$ cat config.mk
export PLATFORM = sky130hd
export DESIGN_NAME = bb3_avg
export DESIGN_NICKNAME = d
export VERILOG_FILES = /design/src/hw/rtl/bb3_pkg.sv /design/src/hw/rtl/bb3_avg.sv
export SDC_FILE = /design/constraint.sdc
export NUM_CORES = 1
export LEC_CHECK = 0
export BUFFER_PORTS_ARGS = -buffer_cell sky130_fd_sc_hd__buf_2
export CELL_PAD_IN_SITES_DETAIL_PLACEMENT = 1
export CELL_PAD_IN_SITES_GLOBAL_PLACEMENT = 1
export CORE_MARGIN = 4
export CORE_UTILIZATION = 40
export DETAILED_ROUTE_END_ITERATION = 7
export PLACE_DENSITY_LB_ADDON = 0.1
export SLEW_MARGIN = 15
export SYNTH_ARGS = -nofsm -noshare
export SYNTH_HDL_FRONTEND = slang
export SYNTH_SLANG_ARGS = --single-unit
$ cat constraint.sdc
create_clock -name clk -period 5.5 [get_ports clk]
set_clock_uncertainty 0.2 [all_clocks]
set_input_delay 0.825 -clock clk [delete_from_list [all_inputs] [get_ports clk]]
set_output_delay 0.825 -clock clk [all_outputs]
set_load 0.02 [all_outputs]
$ cat src/hw/rtl/bb3_pkg.sv
// Shared types, constants and reciprocal table of the 3x3 edge-aware box blur.
package bb3_pkg;

    localparam int MAX_WIDTH_DEF = 1024;
    localparam int NUM_LINES     = 3;

    localparam int CH_W      = 8;
    localparam int PIX_W     = 3 * CH_W;
    localparam int FW_W      = 11;
    localparam int FH_W      = 12;
    localparam int ROW_W     = 12;
    localparam int OUT_COL_W = 10;

    localparam int CFG_IDX_W  = 2;
    localparam int CFG_DATA_W = 12;

    localparam logic [CFG_IDX_W-1:0] CFG_FRAME_WIDTH  = 2'd0;
    localparam logic [CFG_IDX_W-1:0] CFG_FRAME_HEIGHT = 2'd1;

    localparam logic [FW_W-1:0] FW_RESET = 11'd640;
    localparam logic [FH_W-1:0] FH_RESET = 12'd480;

    localparam int SUM_W     = 12;
    localparam int CNT_W     = 4;
    localparam int RCP_W     = 17;
    localparam int RCP_SHIFT = 16;
    localparam int PROD_W    = SUM_W + RCP_W;

    typedef struct packed {
        logic [CH_W-1:0] red;
        logic [CH_W-1:0] green;
        logic [CH_W-1:0] blue;
    } pixel_t;

    // [column][row]; index 0 is the newest column / newest row
    typedef pixel_t [2:0][2:0] window_t;

    typedef struct packed {
        logic [2:0]           row_mask;
        logic [2:0]           col_mask;
        logic [ROW_W-1:0]     row;
        logic [OUT_COL_W-1:0] col;
        logic                 run_last;
        logic                 frame_last;
    } req_t;

    function automatic logic [1:0] ones3(input logic [2:0] m);
        return {1'b0, m[0]} + {1'b0, m[1]} + {1'b0, m[2]};
    endfunction

    // ceil(2^16 / count); exact floor division for sums up to 9 * 255
    function automatic logic [RCP_W-1:0] recip(input logic [2:0] row_mask,
                                               input logic [2:0] col_mask);
        logic [CNT_W-1:0] cnt;
        cnt = {2'b00, ones3(row_mask)} * {2'b00, ones3(col_mask)};
        case (cnt)
            4'd1:    return 17'd65536;
            4'd2:    return 17'd32768;
            4'd3:    return 17'd21846;
            4'd4:    return 17'd16384;
            4'd6:    return 17'd10923;
            4'd9:    return 17'd7282;
            default: return '0;
        endcase
    endfunction

endpackage

$ cat src/hw/rtl/bb3_avg.sv
// Two-stage averaging pipeline: masked 3x3 sums, then reciprocal multiply into the output register.
module bb3_avg (
    input  logic                               clk,
    input  logic                               rst_n,
    input  logic                               req_valid,
    output logic                               req_ready,
    input  bb3_pkg::req_t                      req,
    input  bb3_pkg::window_t                   window,
    output logic                               out_valid,
    input  logic                               out_ready,
    output logic [bb3_pkg::CH_W-1:0]           out_red,
    output logic [bb3_pkg::CH_W-1:0]           out_green,
    output logic [bb3_pkg::CH_W-1:0]           out_blue,
    output logic [bb3_pkg::ROW_W-1:0]          out_row,
    output logic [bb3_pkg::OUT_COL_W-1:0]      out_col,
    output logic                               run_last,
    output logic                               frame_last
);

    bb3_pkg::window_t                     masked;
    logic [2:0][bb3_pkg::SUM_W-1:0]       col_red, col_green, col_blue;
    logic [bb3_pkg::SUM_W-1:0]            sum_red, sum_green, sum_blue;
    logic [bb3_pkg::PROD_W-1:0]           prod_red, prod_green, prod_blue;

    logic                                 s1_valid_reg;
    logic [bb3_pkg::SUM_W-1:0]            s1_red_reg, s1_green_reg, s1_blue_reg;
    logic [bb3_pkg::RCP_W-1:0]            s1_recip_reg;
    bb3_pkg::req_t                        s1_req_reg;

    logic                                 out_valid_reg;
    logic [bb3_pkg::CH_W-1:0]             out_red_reg, out_green_reg, out_blue_reg;
    bb3_pkg::req_t                        out_req_reg;

    logic                                 out_move, s1_ready, req_fire;

    assign out_move  = !out_valid_reg || out_ready;
    assign s1_ready  = !s1_valid_reg || out_move;
    assign req_ready = s1_ready;
    assign req_fire  = req_valid && s1_ready;

    always_comb
    begin
        for (int j = 0; j < 3; j++)
        begin
            for (int i = 0; i < 3; i++)
            begin
                masked[j][i] = (req.row_mask[i] && req.col_mask[j]) ? window[j][i] : '0;
            end
            col_red[j]   = bb3_pkg::SUM_W'(masked[j][0].red) +
                           bb3_pkg::SUM_W'(masked[j][1].red) +
                           bb3_pkg::SUM_W'(masked[j][2].red);
            col_green[j] = bb3_pkg::SUM_W'(masked[j][0].green) +
                           bb3_pkg::SUM_W'(masked[j][1].green) +
                           bb3_pkg::SUM_W'(masked[j][2].green);
            col_blue[j]  = bb3_pkg::SUM_W'(masked[j][0].blue) +
                           bb3_pkg::SUM_W'(masked[j][1].blue) +
                           bb3_pkg::SUM_W'(masked[j][2].blue);
        end
        sum_red   = col_red[0] + col_red[1] + col_red[2];
        sum_green = col_green[0] + col_green[1] + col_green[2];
        sum_blue  = col_blue[0] + col_blue[1] + col_blue[2];
    end

    assign prod_red   = bb3_pkg::PROD_W'(s1_red_reg) * bb3_pkg::PROD_W'(s1_recip_reg);
    assign prod_green = bb3_pkg::PROD_W'(s1_green_reg) * bb3_pkg::PROD_W'(s1_recip_reg);
    assign prod_blue  = bb3_pkg::PROD_W'(s1_blue_reg) * bb3_pkg::PROD_W'(s1_recip_reg);

    always_ff @(posedge clk or negedge rst_n)
    begin
        if (!rst_n)
        begin
            s1_valid_reg  <= 1'b0;
            out_valid_reg <= 1'b0;
        end
        else
        begin
            if (s1_ready)
            begin
                s1_valid_reg <= req_valid;
            end
            if (out_move)
            begin
                out_valid_reg <= s1_valid_reg;
            end
        end
    end

    always_ff @(posedge clk)
    begin
        if (req_fire)
        begin
            s1_red_reg   <= sum_red;
            s1_green_reg <= sum_green;
            s1_blue_reg  <= sum_blue;
            s1_recip_reg <= bb3_pkg::recip(req.row_mask, req.col_mask);
            s1_req_reg   <= req;
        end
        if (out_move && s1_valid_reg)
        begin
            out_red_reg   <= prod_red[bb3_pkg::RCP_SHIFT +: bb3_pkg::CH_W];
            out_green_reg <= prod_green[bb3_pkg::RCP_SHIFT +: bb3_pkg::CH_W];
            out_blue_reg  <= prod_blue[bb3_pkg::RCP_SHIFT +: bb3_pkg::CH_W];
            out_req_reg   <= s1_req_reg;
        end
    end

    assign out_valid  = out_valid_reg;
    assign out_red    = out_red_reg;
    assign out_green  = out_green_reg;
    assign out_blue   = out_blue_reg;
    assign out_row    = out_req_reg.row;
    assign out_col    = out_req_reg.col;
    assign run_last   = out_req_reg.run_last;
    assign frame_last = out_req_reg.frame_last;

    a_center_in: assert property (@(posedge clk) disable iff (!rst_n)
        req_valid && req_ready |-> req.row_mask[0] && req.col_mask[0])
        else $error("request excludes its own center row or column");

    a_recip_known: assert property (@(posedge clk) disable iff (!rst_n)
        s1_valid_reg |-> s1_recip_reg != '0)
        else $error("neighbor count outside the reciprocal table");

    a_frame_last_run: assert property (@(posedge clk) disable iff (!rst_n)
        out_valid && frame_last |-> run_last)
        else $error("frame end not marked as end of run");

endmodule

# == After elaboration in Yosys (flattened, before gate mapping) ==
# Cells that the tools add are included.
# word_totals
register_bits,127
in_bits,250
output_inout_bits,50
wordCells,80
# op_classes
n_addsub,28
mul,4
eq_ne,6
n_mux,10
reduce_logical,15
# op_table
op,n
$mux W24,9
$pmux W17 S6,1
$add A9 B8 Y10,9
$add A8 B8 Y9,9
$mul A12 B17 Y24,3
$add A11 B10 Y12,3
$add A10 B10 Y11,3
$logic_and A1 B1 Y1,11
$eq A4 B2 Y1 const B,2
$eq A4 B3 Y1 const B,2
$add A1 B1 Y2,2
$add A2 B1 Y2,2
$eq A4 B1 Y1 const B,1
$eq A4 B4 Y1 const B,1
$mul A2 B2 Y4,1
$logic_not A1 Y1,2
$logic_or A1 B1 Y1,2

# == Logic depth before layout (Yosys ltp) ==
# logic_depth
ltp_word,6
depth_mapped,21
mapped_depth_nobuf,19

# == Worst setup path after synthesis ==
# Ideal clock, no wire load.
# synth_timing
path_kind,input port to flip-flop
startpoint,in req[29] (netlist bit)
endpoint,"reg s1_green_reg[8] (netlist bit), data pin"
setup_time_ps,258
t_arrival_ps,5335
required_ps,5042
path_slack_ps,-293
path_stages,21
n_path_buf,3
path_cell_list,clkbuf_1 -> and2_1 -> clkbuf_1 -> clkbuf_1 -> nand2_1 -> fa_1 -> inv_1 -> fa_1 -> inv_1 -> fa_1 -> inv_1 -> fa_1 -> ha_1 -> inv_1 -> fa_1 -> nor2b_1 -> o21ai_0 -> a21boi_0 -> o21ai_0 -> nor2b_1 -> xnor2_1
# synth_between
elab_chain_len,5
word_cells_on_any_way,11
classes_between,add/sub (5); mux (3); reduce/logical (3)
# synth_lines
item,line,rtl
from (decl),bb3_avg.sv:7,"input bb3_pkg::req_t req,"
$logic_and A1 B1 Y1,bb3_avg.sv:47,masked[j][i] = (req.row_mask[i] && req.col_mask[j]) ? window[j][i] : '0;
$mux W24,bb3_avg.sv:47,
$add A9 B8 Y10,bb3_avg.sv:53,bb3_pkg::SUM_W'(masked[j][1].green) +
$add A10 B10 Y11,bb3_avg.sv:60,sum_green = col_green[0] + col_green[1] + col_green[2];
$add A11 B10 Y12 *,bb3_avg.sv:60,
"via sum_green, one bit",bb3_avg.sv:22,"logic [bb3_pkg::SUM_W-1:0] sum_red, sum_green, sum_blue;"
to (signal assigned),bb3_avg.sv:93,s1_green_reg <= sum_green;
to (decl),bb3_avg.sv:26,"logic [bb3_pkg::SUM_W-1:0] s1_red_reg, s1_green_reg, s1_blue_reg;"
# The timed path passes the listed nets; every way through them passes the cells marked *.
# A chain may end at the register's enable or synchronous reset.

# == Worst setup path after layout ==
# layout_timing
startpoint,reg s1_recip_reg[13] (netlist bit)
endpoint,"reg out_blue_reg, in the netlist out_blue[3], data pin"
# layout_between
elab_chain_len,1
# layout_lines
item,line,rtl
from (decl),bb3_avg.sv:27,logic [bb3_pkg::RCP_W-1:0] s1_recip_reg;
from (signal assigned),bb3_avg.sv:95,"s1_recip_reg <= bb3_pkg::recip(req.row_mask, req.col_mask);"
$mul A12 B17 Y24,bb3_avg.sv:66,assign prod_blue = bb3_pkg::PROD_W'(s1_blue_reg) * bb3_pkg::PROD_W'(s1_recip_reg);
"via prod_blue, one bit",bb3_avg.sv:23,"logic [bb3_pkg::PROD_W-1:0] prod_red, prod_green, prod_blue;"
to (signal assigned),bb3_avg.sv:102,out_blue_reg <= prod_blue[bb3_pkg::RCP_SHIFT +: bb3_pkg::CH_W];
to (decl),bb3_avg.sv:31,"logic [bb3_pkg::CH_W-1:0] out_red_reg, out_green_reg, out_blue_reg;"
# The timed path passes the listed nets, and every way through them passes these cells.

==> metrics.txt <==
dpl ws -0.3051 ns; WHS approximately 0.22 ns; worst slew pin tran roughly 0.7 ns; status complete, but fails checks; fin util 49.75%; most frequent cells in the layout inv_1 (724), fa_1 (526), buf_2 (298); Reg2Reg Setup Slack -0.08 ns; Hold Crit Class register to register; endpoints failing hold 0; failing checks setup timing; IO Port Bufs around 300; gr ovfl total 0; Synth Cell Area 23950 um^2; Crit. path cell count 18; Critical Setup Path Class register to register; ANT nets after route 0; CTS tree yes; Detail Placement HPWL 65730 um; DR WL/cell 19.90 um; I/O pin total 300; GRT met3 Usage between 3 and 4%; Critical Path Start Type register; crit path time final roughly 5.6 ns; full die area between 60000 and 70000 um^2; clock slew at reported path FFs around 0.090 ns; row cnt 89; crit-path max FO 10; layout cells sized above 1 about a quarter; post-synthesis net count approximately 3400; die span in y ~250 um; # clock sinks around 120; Slowest-stage cell, CP fa_1; Initial Utilization approximately 40%; Worst Hold Depth 0; CTS Buffer Depth 2; Most common cell on crit path fa_1; initial DRC count 661; Max-slew headroom between 50% and 60%; Post-synth ARST share between 1.5 and 2%; Critical path buffers and inverters 5; DP Area ~28000 um^2; Synth top area share a little under half; Seq cells post-synth between 100 and 150; Pre-antenna DRT Iters 5; CP peak stage delay between 0.5 and 0.6 ns; H-tree levels 4; Top Family by Delay on Critical Path adder cells; CP Data Arrival Time between 5 and 6 ns; Main synth FF type edfxtp_1; CTS Buf Count 17; Achievable Freq ~180 MHz; Root Driver clkbuf_16; total track usage approximately a quarter; final cycle utilization of the critical path 101.5%; Final Worst Setup Slack -0.08032 ns; Worst Setup End Kind register; vias in the first global route ~21000; post-synthesis sequential area ratio around 15%; commonest non-fill, non-tap cell in the layout inv_1; Reg2Reg Depth 18; Synth area leader fa_1; total wire length around 74000 um; Largest register FFs 24; Syn. warnings 0; core area 59130 um^2; unrepaired setup endpoints after global routing yes; M1 GR Usage between 30% and 40%; Vias/cell between 4 and 5; Synth area leaders fa_1 (45%), edfxtp_1 (15%), inv_1 (11%), ha_1 (8.9%), nand2_1 (4.4%); # DRC 0; Avg Cell Area, Syn around 9.8 um^2; fin area around 29000 um^2; fillers between 6000 and 7000; Mapped Cells ~2400; routing usage on met2 between 40% and 50%; Final Setup Violations 7; Worst-Skew Late Latency roughly 0.47 ns; initial antenna violation count 4; Post-synth EDFFs ~120; GR peak layer met2; RePlAce Congestion approximately 0.92; first-pass GRT wire length around 120000 um; NumNets Final between 3000 and 4000; Max-cap violations 0; largest net degree at the start of global routing ~50; worst path cell trace buf_4 > clkbuf_16 > and2_1 > fa_1 > fa_1 > fa_1 > fa_1 > inv_1 > fa_1 > inv_1 > ha_1 > a21o_1 > a21o_1 > a31oi_1 > buf_4 > a21boi_4 > or4_1 > o311ai_1; area grow syn2layout 22.85%; Cell variety after synth 58; Worst EP required around 5.6 ns; die width between 200 and 300 um; vias approximately 18000; max-slew violation count 0
[worst register-to-register path: stages, from the launching register on]
cell       delay (ns)
edfxtp_1         0.47
buf_4            0.19
clkbuf_16        0.18
and2_1           0.20
fa_1             0.51
fa_1             0.49
fa_1             0.51
fa_1             0.50
inv_1            0.05
fa_1             0.47
inv_1            0.05
ha_1             0.30
a21o_1           0.18
a21o_1           0.18
a31oi_1          0.14
buf_4            0.15
a21boi_4         0.08
or4_1            0.41
o311ai_1         0.11
[worst paths after layout]
| kind | from | end |
|---|---|---|
| worst max register to register | s1_recip_reg[13] | out_blue[3] |
| worst max-delay path | s1_recip_reg[13] | out_blue[3] |
| worst min register to register | s1_req_reg[6] | out_col[4] |
| max in group asynchronous | rst_n | out_valid |
| worst min-delay path | s1_req_reg[6] | out_col[4] |
| min in group asynchronous | rst_n | s1_valid_reg |
[cell families after synthesis]
group	share of synthesized area, %
buf+inv	12.58
fa+ha+maj	54.00
simple gates	12.85
compound gates	3.543
flops	14.76
xor+xnor	2.268
[synth_stat cells (all sizes together) (5+ instances only)]
cell,count
nor3,18
fa,539
and2,118
o211ai,5
edfxtp,116
nand2,281
nor2,34
nand4,5
a21boi,7
a211oi,6
o21ai,21
a21oi,36
inv,732
xnor2,50
nor2b,12
o311ai,5
nand2b,7
xor2,12
o21bai,9
ha,171
nand3,18
clkbuf,65
a21o,10
and3,107
[area by class of cell]
class | count | area (um^2) | area share (%)
clock buffers | 17 | 425.4 | 1.446
repair buffers | 563 | 3661 | 12.44
inverters | 732 | 2748 | 9.340
well taps | 773 | 967.2 | 3.288
diodes | 3 | 7.507 | 0.02552
clock inverters | 15 | 155.1 | 0.5274
flip-flops and latches | 118 | 3533 | 12.01
multi-input cells | 1515 | 17920 | 60.92
[per-layer routing]
metal	part of all wire (%)	wire length, um
met3	3.8	2850
met2	51	37910
met4	1.8	1351
met1	43	32260
met5	0	0
[repair_timing]
item,4_1_cts,5_1_grt
gates resized for setup,40,100
setup buffers,5,21
endpoints found under the setup margin,19,28
gates cloned,0,1
pin swaps,3,19
hold endpoints to repair,2,0
hold buffers,1,0
[through the flow]
step	setup TNS, ns	instances
floorplan	-0.01405	2434
global placement	-0.6998	3673
detailed placement	-3.698	3673
CTS	-0.3748	3711
global route	-2.817	3735
finish	-0.2242	3736
Power is left out: the tool's default activity adds up to more than one toggle a clock period on the data nets, which glitch-free logic cannot reach.
