--- src/hw/rtl/bb3_pkg.sv ---
// Shared types, constants and reciprocal table of the 3x3 edge-aware box blur.
package bb3_pkg;

    localparam int MAX_WIDTH_DEF = 1024;
    localparam int NUM_LINES     = 3;

    localparam int CH_W      = 8;
    localparam int PIX_W     = 3 * CH_W;
    localparam int FW_W      = 11;
    localparam int FH_W      = 12;
    localparam int ROW_W     = 12;
    localparam int OUT_COL_W = 10;

    localparam int CFG_IDX_W  = 2;
    localparam int CFG_DATA_W = 12;

    localparam logic [CFG_IDX_W-1:0] CFG_FRAME_WIDTH  = 2'd0;
    localparam logic [CFG_IDX_W-1:0] CFG_FRAME_HEIGHT = 2'd1;

    localparam logic [FW_W-1:0] FW_RESET = 11'd640;
    localparam logic [FH_W-1:0] FH_RESET = 12'd480;

    localparam int SUM_W     = 12;
    localparam int CNT_W     = 4;
    localparam int RCP_W     = 17;
    localparam int RCP_SHIFT = 16;
    localparam int PROD_W    = SUM_W + RCP_W;

    typedef struct packed {
        logic [CH_W-1:0] red;
        logic [CH_W-1:0] green;
        logic [CH_W-1:0] blue;
    } pixel_t;

    // [column][row]; index 0 is the newest column / newest row
    typedef pixel_t [2:0][2:0] window_t;

    typedef struct packed {
        logic [2:0]           row_mask;
        logic [2:0]           col_mask;
        logic [ROW_W-1:0]     row;
        logic [OUT_COL_W-1:0] col;
        logic                 run_last;
        logic                 frame_last;
    } req_t;

    function automatic logic [1:0] ones3(input logic [2:0] m);
        return {1'b0, m[0]} + {1'b0, m[1]} + {1'b0, m[2]};
    endfunction

    // ceil(2^16 / count); exact floor division for sums up to 9 * 255
    function automatic logic [RCP_W-1:0] recip(input logic [2:0] row_mask,
                                               input logic [2:0] col_mask);
        logic [CNT_W-1:0] cnt;
        cnt = {2'b00, ones3(row_mask)} * {2'b00, ones3(col_mask)};
        case (cnt)
            4'd1:    return 17'd65536;
            4'd2:    return 17'd32768;
            4'd3:    return 17'd21846;
            4'd4:    return 17'd16384;
            4'd6:    return 17'd10923;
            4'd9:    return 17'd7282;
            default: return '0;
        endcase
    endfunction

endpackage

--- src/hw/rtl/bb3_ctrl.sv ---
// Frame counters, configuration, line store access, 3x3 window and result sequencing.
module bb3_ctrl #(
    parameter int MAX_WIDTH = bb3_pkg::MAX_WIDTH_DEF,
    localparam int COL_W    = (MAX_WIDTH > 1) ? $clog2(MAX_WIDTH) : 1,
    localparam int AW       = $clog2(bb3_pkg::NUM_LINES * MAX_WIDTH)
) (
    input  logic                            clk,
    input  logic                            rst_n,
    input  logic                            in_valid,
    output logic                            in_ready,
    input  logic [bb3_pkg::CH_W-1:0]        in_red,
    input  logic [bb3_pkg::CH_W-1:0]        in_green,
    input  logic [bb3_pkg::CH_W-1:0]        in_blue,
    input  logic                            cfg_valid,
    output logic                            cfg_ready,
    input  logic [bb3_pkg::CFG_IDX_W-1:0]   cfg_index,
    input  logic [bb3_pkg::CFG_DATA_W-1:0]  cfg_data,
    output logic                            ram_we,
    output logic [AW-1:0]                   ram_waddr,
    output logic [bb3_pkg::PIX_W-1:0]       ram_wdata,
    output logic [AW-1:0]                   ram_raddr_a,
    output logic [AW-1:0]                   ram_raddr_b,
    input  logic [bb3_pkg::PIX_W-1:0]       ram_rdata_a,
    input  logic [bb3_pkg::PIX_W-1:0]       ram_rdata_b,
    output logic                            req_valid,
    input  logic                            req_ready,
    output bb3_pkg::req_t                   req,
    output bb3_pkg::window_t                window
);

    localparam logic [1:0] ST_IDLE  = 2'd0;
    localparam logic [1:0] ST_LOAD  = 2'd1;
    localparam logic [1:0] ST_ISSUE = 2'd2;

    localparam logic [1:0] SEL_UP_LEFT  = 2'd0;
    localparam logic [1:0] SEL_UP_HERE  = 2'd1;
    localparam logic [1:0] SEL_LOW_LEFT = 2'd2;
    localparam logic [1:0] SEL_LOW_HERE = 2'd3;

    logic [1:0]                  state_reg, state_next;
    logic [3:0]                  pend_reg, pend_next;
    logic [bb3_pkg::FW_W-1:0]    fw_reg, fw_next;
    logic [bb3_pkg::FH_W-1:0]    fh_reg, fh_next;
    logic [bb3_pkg::ROW_W-1:0]   row_reg, row_next;
    logic [COL_W-1:0]            col_reg, col_next;
    logic [1:0]                  line_reg, line_next;
    logic [bb3_pkg::ROW_W-1:0]   cur_row_reg;
    logic [COL_W-1:0]            cur_col_reg;
    bb3_pkg::pixel_t             pix_reg;
    bb3_pkg::window_t            win_reg, win_next;

    logic                        in_fire, cfg_fire, restart;
    logic [COL_W-1:0]            last_col;
    logic [bb3_pkg::ROW_W-1:0]   last_row;
    logic [1:0]                  line_prev1, line_prev2;
    logic                        rge1, rge2, cge1, cge2, rlast, clast;
    logic [3:0]                  load_pend;
    logic [1:0]                  issue_sel;
    logic [3:0]                  issue_onehot;
    logic                        last_req, upper, left;
    logic [COL_W-1:0]            req_col_full;

    function automatic logic [AW-1:0] line_addr(input logic [1:0] line_sel,
                                                input logic [COL_W-1:0] col);
        logic [AW-1:0] base;
        case (line_sel)
            2'd0:    base = '0;
            2'd1:    base = AW'(MAX_WIDTH);
            default: base = AW'(2 * MAX_WIDTH);
        endcase
        return base + AW'(col);
    endfunction

    assign cfg_ready = 1'b1;
    assign cfg_fire  = cfg_valid && cfg_ready;
    assign in_fire   = in_valid && in_ready;

    always_comb
    begin
        if (fw_reg == '0)
        begin
            last_col = '0;
        end
        else if (32'(fw_reg) >= 32'(MAX_WIDTH))
        begin
            last_col = COL_W'(MAX_WIDTH - 1);
        end
        else
        begin
            last_col = COL_W'(32'(fw_reg) - 32'd1);
        end
        last_row = (fh_reg == '0) ? '0 : fh_reg - bb3_pkg::ROW_W'(1);
    end

    always_comb
    begin
        case (line_reg)
            2'd0:
            begin
                line_prev1 = 2'd2;
                line_prev2 = 2'd1;
            end
            2'd1:
            begin
                line_prev1 = 2'd0;
                line_prev2 = 2'd2;
            end
            default:
            begin
                line_prev1 = 2'd1;
                line_prev2 = 2'd0;
            end
        endcase
    end

    assign ram_we      = in_fire;
    assign ram_waddr   = line_addr(line_reg, col_reg);
    assign ram_wdata   = {in_red, in_green, in_blue};
    assign ram_raddr_a = line_addr(line_prev1, col_reg);
    assign ram_raddr_b = line_addr(line_prev2, col_reg);

    // position of the item in flight
    assign rge1  = cur_row_reg != '0;
    assign rge2  = cur_row_reg > bb3_pkg::ROW_W'(1);
    assign cge1  = cur_col_reg != '0;
    assign cge2  = cur_col_reg > COL_W'(1);
    assign rlast = cur_row_reg == last_row;
    assign clast = cur_col_reg == last_col;

    assign load_pend = {rlast && clast, rlast && cge1, rge1 && clast, rge1 && cge1};

    always_comb
    begin
        if (pend_reg[0])
        begin
            issue_sel = SEL_UP_LEFT;
        end
        else if (pend_reg[1])
        begin
            issue_sel = SEL_UP_HERE;
        end
        else if (pend_reg[2])
        begin
            issue_sel = SEL_LOW_LEFT;
        end
        else
        begin
            issue_sel = SEL_LOW_HERE;
        end
    end

    assign issue_onehot = 4'd1 << issue_sel;
    assign last_req     = (pend_reg & ~issue_onehot) == '0;
    assign upper        = (issue_sel == SEL_UP_LEFT) || (issue_sel == SEL_UP_HERE);
    assign left         = (issue_sel == SEL_UP_LEFT) || (issue_sel == SEL_LOW_LEFT);
    assign req_col_full = left ? cur_col_reg - COL_W'(1) : cur_col_reg;

    assign req_valid      = state_reg == ST_ISSUE;
    assign req.row        = upper ? cur_row_reg - bb3_pkg::ROW_W'(1) : cur_row_reg;
    assign req.col        = bb3_pkg::OUT_COL_W'(req_col_full);
    assign req.row_mask   = upper ? {rge2, 1'b1, 1'b1} : {1'b0, rge1, 1'b1};
    assign req.col_mask   = left ? {cge2, 1'b1, 1'b1} : {1'b0, cge1, 1'b1};
    assign req.run_last   = last_req;
    assign req.frame_last = issue_sel == SEL_LOW_HERE;
    assign window         = win_reg;

    // take a pixel while idle, or as the last result of the current one leaves
    assign in_ready = (state_reg == ST_IDLE) ||
                      ((state_reg == ST_ISSUE) && req_ready && last_req);

    always_comb
    begin
        state_next = state_reg;
        pend_next  = pend_reg;
        win_next   = win_reg;
        case (state_reg)
            ST_IDLE:
            begin
                if (in_fire)
                begin
                    state_next = ST_LOAD;
                end
            end
            ST_LOAD:
            begin
                win_next[2]    = win_reg[1];
                win_next[1]    = win_reg[0];
                win_next[0][0] = pix_reg;
                win_next[0][1] = bb3_pkg::pixel_t'(ram_rdata_a);
                win_next[0][2] = bb3_pkg::pixel_t'(ram_rdata_b);
                pend_next      = load_pend;
                state_next     = (load_pend != '0) ? ST_ISSUE : ST_IDLE;
            end
            ST_ISSUE:
            begin
                if (req_ready)
                begin
                    pend_next = pend_reg & ~issue_onehot;
                    if (last_req)
                    begin
                        state_next = in_fire ? ST_LOAD : ST_IDLE;
                    end
                end
            end
            default:
            begin
                state_next = ST_IDLE;
            end
        endcase
    end

    always_comb
    begin
        fw_next   = fw_reg;
        fh_next   = fh_reg;
        row_next  = row_reg;
        col_next  = col_reg;
        line_next = line_reg;
        restart   = 1'b0;
        if (cfg_fire)
        begin
            case (cfg_index)
                bb3_pkg::CFG_FRAME_WIDTH:
                begin
                    fw_next = cfg_data[bb3_pkg::FW_W-1:0];
                    restart = 1'b1;
                end
                bb3_pkg::CFG_FRAME_HEIGHT:
                begin
                    fh_next = cfg_data[bb3_pkg::FH_W-1:0];
                    restart = 1'b1;
                end
                default:
                begin
                    restart = 1'b0;
                end
            endcase
        end
        if (restart)
        begin
            row_next  = '0;
            col_next  = '0;
            line_next = 2'd0;
        end
        else if (in_fire)
        begin
            if (col_reg == last_col)
            begin
                col_next = '0;
                if (row_reg == last_row)
                begin
                    row_next  = '0;
                    line_next = 2'd0;
                end
                else
                begin
                    row_next  = row_reg + bb3_pkg::ROW_W'(1);
                    line_next = (line_reg == 2'd2) ? 2'd0 : line_reg + 2'd1;
                end
            end
            else
            begin
                col_next = col_reg + COL_W'(1);
            end
        end
    end

    always_ff @(posedge clk or negedge rst_n)
    begin
        if (!rst_n)
        begin
            state_reg <= ST_IDLE;
            pend_reg  <= '0;
            fw_reg    <= bb3_pkg::FW_RESET;
            fh_reg    <= bb3_pkg::FH_RESET;
            row_reg   <= '0;
            col_reg   <= '0;
            line_reg  <= 2'd0;
        end
        else
        begin
            state_reg <= state_next;
            pend_reg  <= pend_next;
            fw_reg    <= fw_next;
            fh_reg    <= fh_next;
            row_reg   <= row_next;
            col_reg   <= col_next;
            line_reg  <= line_next;
        end
    end

    always_ff @(posedge clk)
    begin
        if (in_fire)
        begin
            cur_row_reg <= row_reg;
            cur_col_reg <= col_reg;
            pix_reg     <= bb3_pkg::pixel_t'({in_red, in_green, in_blue});
        end
        win_reg <= win_next;
    end

    a_accept_loads: assert property (@(posedge clk) disable iff (!rst_n)
        in_valid && in_ready |=> state_reg == ST_LOAD)
        else $error("accepted pixel did not enter the load step");

    a_corner_only: assert property (@(posedge clk) disable iff (!rst_n)
        (state_reg == ST_ISSUE) && pend_reg[3] |-> rlast && clast)
        else $error("bottom-right result pending away from frame corner");

    a_cfg_restart: assert property (@(posedge clk) disable iff (!rst_n)
        cfg_valid && cfg_ready &&
        ((cfg_index == bb3_pkg::CFG_FRAME_WIDTH) || (cfg_index == bb3_pkg::CFG_FRAME_HEIGHT))
        |=> (row_reg == '0) && (col_reg == '0) && (line_reg == 2'd0))
        else $error("configuration write did not restart the frame");

endmodule

--- config.mk ---
export PLATFORM = sky130hd
export DESIGN_NAME = bb3_ctrl
export DESIGN_NICKNAME = d
export VERILOG_FILES = /design/src/hw/rtl/bb3_pkg.sv /design/src/hw/rtl/bb3_ctrl.sv
export SDC_FILE = /design/constraint.sdc
export NUM_CORES = 1
export LEC_CHECK = 0
export BUFFER_PORTS_ARGS = -buffer_cell sky130_fd_sc_hd__buf_2
export CAP_MARGIN = 20
export CORE_MARGIN = 5
export CORE_UTILIZATION = 50
export DETAILED_ROUTE_END_ITERATION = 8
export PLACE_DENSITY_LB_ADDON = 0.25
export SYNTH_ARGS = -nofsm -noshare
export SYNTH_HDL_FRONTEND = slang
export SYNTH_SLANG_ARGS = --single-unit
--- constraint.sdc ---
create_clock -name clk -period 7.5 [get_ports clk]
set_clock_uncertainty 0.05 [all_clocks]
set_input_delay 0.75 -clock clk [delete_from_list [all_inputs] [get_ports clk]]
set_output_delay 0.75 -clock clk [all_outputs]
set_load 0.01 [all_outputs]
# Yosys cells after proc, flatten, opt, wreduce, memory -nomap -nowiden
# Index checks and enable logic that the tools add are counted.
# W data, S select, Z words.
op_classes:
  addsub: 10
  magnitude_cmp: 3
  eq_ne: 17
  n_shift: 1
  n_mux: 37
  bitwise_logic: 2
  reduce_logical: 31
ops:
  columns: ["op", "n"]
  rows:
  - ["$mux W12", 6]
  - ["$pmux W12 S2", 3]
  - ["$mux W10", 6]
  - ["$add A12 B10 Y12", 3]
  - ["$eq A12 B12 Y1", 2]
  - ["$sub A12 B1 Y12 const B", 2]
  - ["$mux W2", 11]
  - ["$eq A10 B10 Y1", 2]
  - ["$sub A10 B1 Y10 const B", 2]
  - ["$add A12 B1 Y12 const B", 1]
  - ["$eq A2 B1 Y1 const B", 6]
  - ["$gt A12 B1 Y1 const B", 1]
  - ["$logic_not A12 Y1", 1]
  - ["$logic_not A2 Y1", 6]
  - ["$reduce_bool A12 Y1", 1]
  - ["$ge A11 B11 Y1 const B", 1]
  - ["$logic_not A11 Y1", 1]
  - ["$add A10 B1 Y10 const B", 1]
  - ["$gt A10 B1 Y1 const B", 1]
  - ["$reduce_bool A10 Y1", 1]
  - ["$eq A2 B2 Y1 const B", 4]
  - ["$pmux W2 S2", 2]
  - ["$pmux W4 S2", 1]
  - ["$reduce_and A2 Y1", 4]
  - ["other kinds (17)", 32]
word_totals:
  ff_bits: 315
  input_bits: 91
  out_inout_bits: 310
  word_cells: 140

# Longest topological paths before layout
# Gate-level depths: netlist of run 1.
logic_depth:
  ltp_word: 14
  depth_mapped: 12
  ltp_nobuf: 10

# Least setup slack after synthesis of run 1
# Ideal clock, no wire load.
synth_timing:
  kind: "flip-flop to flip-flop"
  from: "reg state_reg[1]"
  to: "reg state_reg[1]"
  setup_time_ns: 0.082
  arrival_time_ns: 5.372
  required_time_ns: 7.368
  path_slack_ns: 1.996
  path_stages_with_launch: 7
  path_buffers: 1
  synth_period_minus_slack_ns: 5.504
  cell_sequence: "dfrtp_1 nand2b_1 clkbuf_1 inv_1 a21oi_1 a31o_2 a31oi_1"
synth_between:
  elab_chain_len: 7
  word_cells_on_any_way: 12
  classes_between: "eq/ne: 5; mux: 1; reduce/logical: 6"
synth_rtl:
  columns: ["element", "line", "rtl"]
  rows:
  - ["start, declared", "bb3_ctrl.sv:40", "logic [1:0] state_reg, state_next;"]
  - ["start signal, assigned", "bb3_ctrl.sv:282", "state_reg <= state_next;"]
  - ["$eq A2 B2 Y1", "bb3_ctrl.sv:169, bb3_ctrl.sv:176", null]
  - ["$logic_and A1 B1 Y1 (2 in a row)", "bb3_ctrl.sv:169", "((state_reg == ST_ISSUE) && req_ready && last_req);"]
  - ["$logic_or A1 B1 Y1", "bb3_ctrl.sv:168", "assign in_ready = (state_reg == ST_IDLE) ||"]
  - ["$logic_and A1 B1 Y1", "bb3_ctrl.sv:76", "assign in_fire = in_valid && in_ready;"]
  - ["$ne A2 B2 Y1 (no source line)", null, null]
  - ["$reduce_and A3 Y1 (no source line)", null, null]
# Several ways; a longest one is shown, not always the timed one.
# A chain may end at the register's enable or synchronous reset.

# Worst setup path in the final report of run 1
layout_timing:
  from: "reg fh_reg[0] (netlist bit)"
  to: "reg row_reg[0] (netlist bit)"
layout_between:
  elab_chain_len: 7
  word_cells_on_any_way: 8
  classes_between: "add/sub: 1; eq/ne: 1; mux: 5; reduce/logical: 1"
layout_rtl:
  columns: ["element", "line", "rtl"]
  rows:
  - ["start, declared", "bb3_ctrl.sv:43", "logic [bb3_pkg::FH_W-1:0] fh_reg, fh_next;"]
  - ["start signal, assigned", "bb3_ctrl.sv:275", "fh_reg <= bb3_pkg::FH_RESET;"]
  - ["start signal, assigned", "bb3_ctrl.sv:285", "fh_reg <= fh_next;"]
  - ["$sub A12 B1 Y12 or $logic_not A12 Y1 (tied branches)", "bb3_ctrl.sv:92", "last_row = (fh_reg == '0) ? '0 : fh_reg - bb3_pkg::ROW_W'(1);"]
  - ["$mux W12 (*)", "bb3_ctrl.sv:92", null]
  - ["$eq A12 B12 Y1 (*)", "bb3_ctrl.sv:250", "if (row_reg == last_row)"]
  - ["$mux W12 (*)", "bb3_ctrl.sv:250", null]
  - ["$mux W12 (*)", "bb3_ctrl.sv:247", "if (col_reg == last_col)"]
  - ["$mux W12 (*)", "bb3_ctrl.sv:245", "else if (in_fire)"]
  - ["$mux W12 (*)", "bb3_ctrl.sv:239", "if (restart)"]
  - ["end signal, assigned", "bb3_ctrl.sv:286", "row_reg <= row_next;"]
  - ["end, declared", "bb3_ctrl.sv:44", "logic [bb3_pkg::ROW_W-1:0] row_reg, row_next;"]
# Mark *: on every way between the ends. The rest lies on a longest branch, timed or not. The select of a mux whose other input is x is not followed.

==> results_dict.tcl, run 1 <==
set metrics [dict create \
    setup_viol 0 \
    relSlewSlack_pct 32.5 \
    leakagePower_uw 0.00638 \
    vias 8366 \
    vdd_drop_max_mv 0.192 \
    synth_simple_gate_area_share_pct 9.54 \
    std_cell_rows 58 \
    wl_per_cell_um 21.8 \
    cts_tree "done" \
    synth_area_leader_cell "edfxtp_1" \
    synthFlopType "edfxtp_1" \
    drive_gt1_share_pct 40.5 \
    post-place-ws_ns 3.34 \
    slowest_delay_ns 0.84 \
    path_buf_inv 1 \
    critPathTopFamily "simple AND/OR/NAND/NOR gates" \
    grt_pass1_wl_um 48900 \
    nets 1311 \
    antenna_found_initial 0 \
    synth_edf_count 262 \
    setup_ws_ns 3.28 \
    fin_hold_ws_ns 0.311 \
    synth_mux_area_share_pct 2.08 \
    cts.clk_slew.worst_paths_ns 0.06 \
    io_buffers 397 \
    synthXorXnorAreaFrac_pct 4.01 \
    clockBufferDepth 3 \
    cts_hold_buf 0 \
    cts-resized-gates 0 \
    fill_cells 1911 \
    die-area_sq_um 28900 \
    synthAdderAreaFrac_pct 0.861 \
    synth_compound_area_share_pct 6.97 \
    wl_um 34100 \
    synth_top_area_share_pct 61.5 \
    max_cap_viol_count 0 \
    root_buffer "clkbuf_16" \
    worst_pin_slew_ns 1.00 \
    die_x_um 170 \
    areaGrowthSynthToFinish_pct 23.3 \
    setup-tns-final_ns 0 \
    largest_register_ffs 216 \
    vias_per_cell 5.35 \
    cp-end-kind "flop" \
    timing.fmax_ghz 0.237 \
    synth_top_family_by_area "simple AND/OR/NAND/NOR gates" \
    diodes 0 \
    route.detailed.drc 0 \
    antenna_left 0 \
    synth_async_sr_flop_share_pct 16.8 \
    hold_class "primary input to asynchronous set/reset pin" \
    core_sq_um 25200 \
    first_global_vias 7727 \
    status "complete, no violations" \
    synth_area_sq_um 12800 \
    start_util_pct 50.8 \
    synthTopCellsByCount "edfxtp_1 (262), buf_4 (51), nor2_1 (48), dfrtp_1 (47), nand2_1 (44)" \
    synth_area_leaders "edfxtp_1 (62%), dfrtp_1 (9.2%), buf_4 (3.0%)" \
    hpwlAfterDp_um 26200 \
    slowest_stage "a41oi_1" \
    ys_ff_latch 315 \
    path_cells "inv_1, ha_1, or4b_1, nor3_2, nor2_1, a31oi_1, o31ai_1, a41oi_1, nor4b_4, mux2_2" \
    wl_met2_um 17400 \
    dr.pass1.iters 5 \
    dr.first_iter.drc_count 605 \
    synth.avg_cell_area_sq_um 15.0 \
    h-tree-depth 2 \
    crit_required_ns 7.89 \
    cts_made_buffers 34 \
    worstPathMaxFanout 14 \
    wl_met3_um 2900 \
    grt_overflow_total 0 \
    fin_util_pct 62.6 \
    die_h_um 170 \
    io_pins 401 \
    period_share_pct 56.3 \
    report.final.slew_viol_count 0 \
    power.density_nw_per_um2 309 \
    synth_warnings 0 \
    path_class "flop to flop" \
    top_layer_used "met4" \
    post-route-min-period_ns 4.22 \
    grt_max_degree 143 \
    cts_sinks 315 \
    track_usage_pct 22.3 \
    postSynthCellCount 851 \
    arrival_ns 4.61 \
    yosysSeqAreaShare_pct 71.9 \
    clkLatencyLatePin_ns 0.50 \
    synth.distinct_cells 77 \
    worst_setup_path_start_kind "flop" \
    hold_viol_final 0 \
    yosysMostFrequentCell "edfxtp_1" \
    wl_met1_um 12700 \
    postCtsSetupBuffers 0 \
    rsz0062_at_grt "no" \
    gp_congestion 0.897 \
]
final cells by class:
class / instances / area (sq um) / share of cell area (%)
clock buffers: 46 / 927 / 5.88
clock inverters: 13 / 116 / 0.738
inverters: 21 / 86.3 / 0.548
multi-input cells: 440 / 3010 / 19.1
flip-flops and latches: 315 / 9200 / 58.4
well taps: 330 / 413 / 2.62
repair buffers: 400 / 2010 / 12.7
worst reg2reg max path, stage by stage (launching register included):
cell,delay (ns)
dfrtp_1,0.44
inv_1,0.11
ha_1,0.26
or4b_1,0.55
nor3_2,0.45
nor2_1,0.11
a31oi_1,0.19
o31ai_1,0.11
a41oi_1,0.84
nor4b_4,0.76
mux2_2,0.27
final timing paths:
check	depth (start not counted)	slack [ns]	to	from
hold reg to reg	0	0.36	window[0]	pix_reg[0]
hold / removal	2	0.31	col_reg[4]	rst_n
min in group clk	0	0.36	window[0]	pix_reg[0]
max in group asynchronous	2	6.62	row_reg[6]	rst_n
setup / recovery	10	3.28	row_reg[0]	fh_reg[0]
setup reg to reg	10	3.28	row_reg[0]	fh_reg[0]
per-layer routing:
layer	vias up	global-route usage, %
met4	0	7.92
met5	-	0
li1	3884	-
met1	4091	27.6
met3	56	5.25
met2	335	38.8
logic make-up after synthesis:
family	count (synthesis)
flip-flops	315
AND/OR/NAND/NOR	222
AO/OA/AOI/OAI	125
buffers and inverters	98
XOR/XNOR	57
multiplexers	24
adder cells (fa/ha/maj)	9
other	1
cell usage in the layout (no fill, tap or decap), types with 4 or more instances in the layout:
master and n:
nand4_1 4, a211oi_1 5, and3_1 6, nor3_1 18, nor2_1 48, o31ai_1 6, dfrtp_1 47, dfstp_2 6
clkbuf_16 35, clkbuf_1 10, nor2b_1 9, a22o_1 22, edfxtp_1 262, a21oi_1 28, o21ai_0 21, xnor2_1 34
mux2_2 21, or4_1 10, nor3b_1 4, inv_1 19, or2_2 10, nand3_1 15, nand2b_1 11, clkinv_1 5
or3_1 13, xor2_1 22, nor4_1 10, ha_1 8, nand2_1 44, buf_2 397
through the flow:
| stage | std cells | instance area (sq um) | total power [uW] |
|---|---|---|---|
| CTS | 1565 | 15800 | 4920 |
| global placement | 1506 | 14700 | 3330 |
| global route | 1565 | 15800 | 5090 |
| finish | 1565 | 15800 | 4870 |
| floorplan | 853 | 12800 | 2970 |
| detailed placement | 1506 | 14700 | 3360 |
power breakdown:
group / total, uW / internal, uW / switching (uW) / leakage [uW]
combinational: 911 / 333 / 578 / 0.00274
clock: 1550 / 907 / 643 / 0.000503
sequential: 2400 / 2230 / 170 / 0.00314
total: 4870 / 3470 / 1390 / 0.00638
(Power assumes the default switching activity.)
==> run 2, diff against run 1 <==
- clock period: 7.5 -> 4.3 ns (I/O delays scaled with it)
==> results_dict.tcl, run 2 (synthesis results as in run 1) <==
set metrics [dict create \
    status "complete, no violations" \
    fin_util_pct 64.6 \
    path_class "flop to flop" \
    first_global_vias 8085 \
    io_pins 401 \
    root_buffer "clkbuf_16" \
    cts_tree "done" \
    leakagePower_uw 0.00659 \
    reg2reg_setup_slack_ns 0.47 \
    nets 1358 \
    grt_max_degree 145 \
    track_usage_pct 22.7 \
    r2r_end "row_reg[0]" \
    grt_overflow_total 0 \
    r2r-start "fw_reg[0]" \
    arrival_ns 4.26 \
    wl_um 34800 \
    wl_per_cell_um 21.6 \
    dr.pass1.iters 5 \
    grt_pass1_wl_um 50400 \
    vdd_drop_max_mv 0.361 \
    die_x_um 170 \
    relSlewSlack_pct 37.3 \
    die-area_sq_um 28900 \
    drive_gt1_share_pct 39.3 \
    hold_viol_final 0 \
    endpoint "row_reg[0]" \
    hold_depth 1 \
    antenna_found_initial 1 \
    antenna_left 0 \
    period_share_pct 89.2 \
    total_power_uw 8570 \
    largest_register_ffs 216 \
    power.density_nw_per_um2 527 \
    setup-tns-final_ns 0 \
    mostFrequentLayoutCell "buf_2" \
    hold_class "primary input to flop" \
    cts-resized-gates 0 \
    final_cell_mix "buf_2 (397), edfxtp_1 (262), nor2_1 (48), dfrtp_1 (47), dlygate4sd3_1 (46)" \
    cp-startpoint "fw_reg[0]" \
    worstPathMaxFanout 14 \
    worst_setup_path_start_kind "flop" \
    core_sq_um 25200 \
    slowest_delay_ns 0.72 \
    path_cells "inv_1, ha_1, or4b_4, nor4_4, buf_4, a21oi_2, o32ai_2, nand4_1, or2_2, nor4b_4, mux2_2" \
    route.detailed.drc 0 \
    vias_per_cell 5.30 \
    setup_viol 0 \
    cts_sinks 315 \
    clockBufferDepth 3 \
    report.final.slew_viol_count 0 \
    post-route-min-period_ns 3.83 \
    std_cell_rows 58 \
    ff2ff_path_depth 11 \
    timing.fmax_ghz 0.261 \
    dr.first_iter.drc_count 700 \
    grt_use_met1_pct 28.4 \
    slowest_stage "nor4b_4" \
    grtUsageMet2_pct 39.8 \
    worst_pin_slew_ns 0.938 \
    hold_path_startpoint "ram_rdata_a[16]" \
    rsz0062_at_grt "no" \
    crit_required_ns 4.73 \
    max_cap_viol_count 0 \
    grt_use_met3_pct 3.86 \
    grt-busiest-layer "met2" \
    start_util_pct 50.8 \
    areaGrowthSynthToFinish_pct 27.1 \
    clkLatencyLatePin_ns 0.54 \
    gp_congestion 0.895 \
    dp.cells 1510 \
    h-tree-depth 1 \
    final_cells 1613 \
    cts.clk_slew.worst_paths_ns 0.06 \
    cp-end-kind "flop" \
    io_buffers 397 \
    cts_made_buffers 31 \
    hpwlAfterDp_um 26400 \
    die_h_um 170 \
    vias 8552 \
]
run 2: worst max-delay path: cells and delay by family, from the launching register on:
family                     cells  cell delay (ns)
and+or+nand+nor                5             2.15
DFF                            1             0.41
buffers and inverters          2             0.37
muxes                          1             0.28
adders and majority gates      1             0.26
AOI/OAI and AO/OA              2             0.24
run 2: report_power, final:
| part | leakage [uW] | internal [uW] | switching, uW |
|---|---|---|---|
| combinational | 0.00295 | 619 | 1030 |
| clock | 0.000507 | 1670 | 1070 |
| sequential | 0.00314 | 3890 | 294 |
run 2: worst min path at each step:
stage | endpoint | slack (ns)
finish | window[40] | 0.03
global route | window[51] | 0.0009
CTS | pix_reg[10] | 0.0006
detailed placement | window[0] | 0.35
global placement | window[15] | 0.35
floorplan | col_reg[0] | 0.08
run 2: area by class of cell:
class	count	area, sq um
Timing Repair Buffer	450	2510
Inverter	21	82.6
Clock inverter	19	238
Tap cell	330	413
Clock buffer	37	798
Fill cell	1853	8920
Antenna cell	1	2.50
Sequential cell	315	9200
Multi-Input combinational cell	440	3010
run 2: stage by stage:
step,setup WS (ns),instance area (sq um),hold slack (ns)
after global placement,0.633,14800,0.351
after global routing,0.229,16300,0.000924
after floorplan,0.0274,12800,0.0844
after detailed placement,0.492,14800,0.355
final,0.466,16300,0.0260
after CTS,0.468,16300,0.000649
run 2: what timing repair did:
action | CTS | global route
buffers inserted | 0 | 0
endpoints found under the hold margin | 92 | 0
hold buffers | 46 | 0
run 2: layer usage:
| metal | part of all wire [%] | up-vias | wire length (um) |
|---|---|---|---|
| met4 | 4.1 | 0 | 1420 |
| met5 | 0 | - | 0 |
| met3 | 6.8 | 67 | 2380 |
| li1 | - | 3965 | - |
| met1 | 38 | 4209 | 13300 |
| met2 | 51 | 311 | 17700 |
==> run 3, diff against run 2 <==
- CORE_MARGIN: 5 -> 8
==> results_dict.tcl, run 3 (synthesis results as in run 1) <==
set metrics [dict create \
    antenna_left 0 \
    wl_um 36700 \
    h-tree-depth 1 \
    post-place-ws_ns 0.577 \
    io_buffers 397 \
    die_x_um 176 \
    worst_pin_slew_ns 0.929 \
    hold_viol_final 0 \
    setup_ws_ns 0.491 \
    reg2reg_setup_slack_ns 0.49 \
    status "complete, no violations" \
    place_area_sq_um 14800 \
    final_cell_mix "buf_2 (397), edfxtp_1 (262), nor2_1 (48), dfrtp_1 (47), nand2_1 (44)" \
    areaGrowthSynthToFinish_pct 26.9 \
    setup_viol 0 \
    cts_tree "done" \
    leakagePower_uw 0.00657 \
    max_cap_viol_count 0 \
    path_class "flop to flop" \
    largest_register_ffs 216 \
    drive_gt1_share_pct 39.6 \
    timing.fmax_ghz 0.263 \
    worstPathMaxFanout 14 \
    fin_area_sq_um 16200 \
    io_pins 401 \
    wl_per_cell_um 22.8 \
    dp.cells 1511 \
    postCtsSetupBuffers 0 \
    root_buffer "clkbuf_16" \
    grt_overflow_total 0 \
    vias 8634 \
    grt_max_degree 63 \
    power.density_nw_per_um2 535 \
    cts_made_buffers 31 \
    setup-tns-final_ns 0 \
    final_cells 1607 \
    post-route-min-period_ns 3.81 \
    hpwlAfterDp_um 27800 \
    dr.first_iter.drc_count 608 \
    diodes 0 \
    mostFrequentLayoutCell "buf_2" \
    period_share_pct 88.6 \
    clkLatencyLatePin_ns 0.54 \
    cts_sinks 315 \
    cts-resized-gates 0 \
    cp-end-kind "flop" \
    core_sq_um 25200 \
    first_global_vias 8331 \
    crit_required_ns 4.73 \
    gp_congestion 0.870 \
    arrival_ns 4.24 \
    relSlewSlack_pct 37.9 \
    route.detailed.drc 0 \
    std_cell_rows 58 \
    grt_pass1_wl_um 53400 \
    worst_setup_path_start_kind "flop" \
    total_power_uw 8680 \
    dr.pass1.iters 5 \
    nets 1352 \
    die-area_sq_um 31000 \
    report.final.slew_viol_count 0 \
    cts.clk_slew.worst_paths_ns 0.07 \
    clockBufferDepth 3 \
    rsz0062_at_grt "no" \
    hold_class "primary input to flop" \
    vdd_drop_max_mv 0.362 \
    start_util_pct 50.8 \
    track_usage_pct 22.6 \
    vias_per_cell 5.37 \
    die_h_um 176 \
    antenna_found_initial 0 \
]
-- run 3: cell count changes in the layout (fill, tap and decap cells not counted), sizes merged --
cell	previous run	this run
dlygate4sd3	46	39
clkinv	12	7
clkbuf	37	39
clkinvlp	2	4
inv	20	22
buf	404	405
diode	1	0
-- run 3: layout make-up --
class | count | area [sq um]
flip-flops and latches | 315 | 9200
fillers | 1844 | 8950
multi-input cells | 440 | 3010
repair buffers | 444 | 2450
clock buffers | 39 | 816
well taps | 330 | 413
clock inverters | 18 | 253
inverters | 21 | 82.6
-- run 3: where the power goes --
| group | switching, uW | leakage (uW) | internal (uW) | total [uW] |
|---|---|---|---|---|
| Combinational | 1030 | 0.00292 | 618 | 1650 |
| Clock | 1130 | 0.000508 | 1700 | 2840 |
| Sequential | 303 | 0.00314 | 3890 | 4190 |
-- run 3: per-layer routing --
| layer | vias to the layer above | global-route usage [%] | routed length [um] |
|---|---|---|---|
| li1 | 3942 | - | - |
| met1 | 4278 | 26.3 | 13500 |
| met2 | 357 | 40.8 | 19300 |
| met3 | 57 | 5.00 | 2710 |
| met4 | 0 | 7.21 | 1120 |
| met5 | - | 0 | 0 |
-- run 3: per-stage QoR --
| step | utilization, % | hold slack (ns) |
|---|---|---|
| 3_3_place_gp | 58.6 | 0.259 |
| 4_1_cts | 64.3 | 0.000541 |
| 2_1_floorplan | - | 0.0844 |
| 5_1_grt | 64.4 | 0.000130 |
| 3_5_place_dp | 58.6 | 0.261 |
| 6_report | 64.4 | 0.0232 |
-- run 3: repair_timing --
action | CTS | global route
setup endpoints to repair | 0 | 0
hold buffers | 36 | 3
hold endpoints to repair | 44 | 3
-- run 3: final timing paths --
check	from	to	cells after the start
max reg2reg	fh_reg[0]	row_reg[0]	11
min in group asynchronous	rst_n	col_reg[6]	2
max in group asynchronous	rst_n	pend_reg[3]	3
max	fh_reg[0]	row_reg[0]	11
min reg2reg	pix_reg[0]	window[0]	0
min	ram_rdata_a[9]	window[33]	1
-- run 3: worst max-delay path: stages (launching register included) --
cell and delay (ns):
dfrtp_1 0.44, inv_1 0.11, ha_1 0.28, or4b_1 0.54, nor3_1 0.28, mux2i_1 0.36, xnor2_1 0.15, a2111oi_0 0.08
a41oi_1 0.27, buf_4 0.22, nor4b_4 0.67, mux2_2 0.28
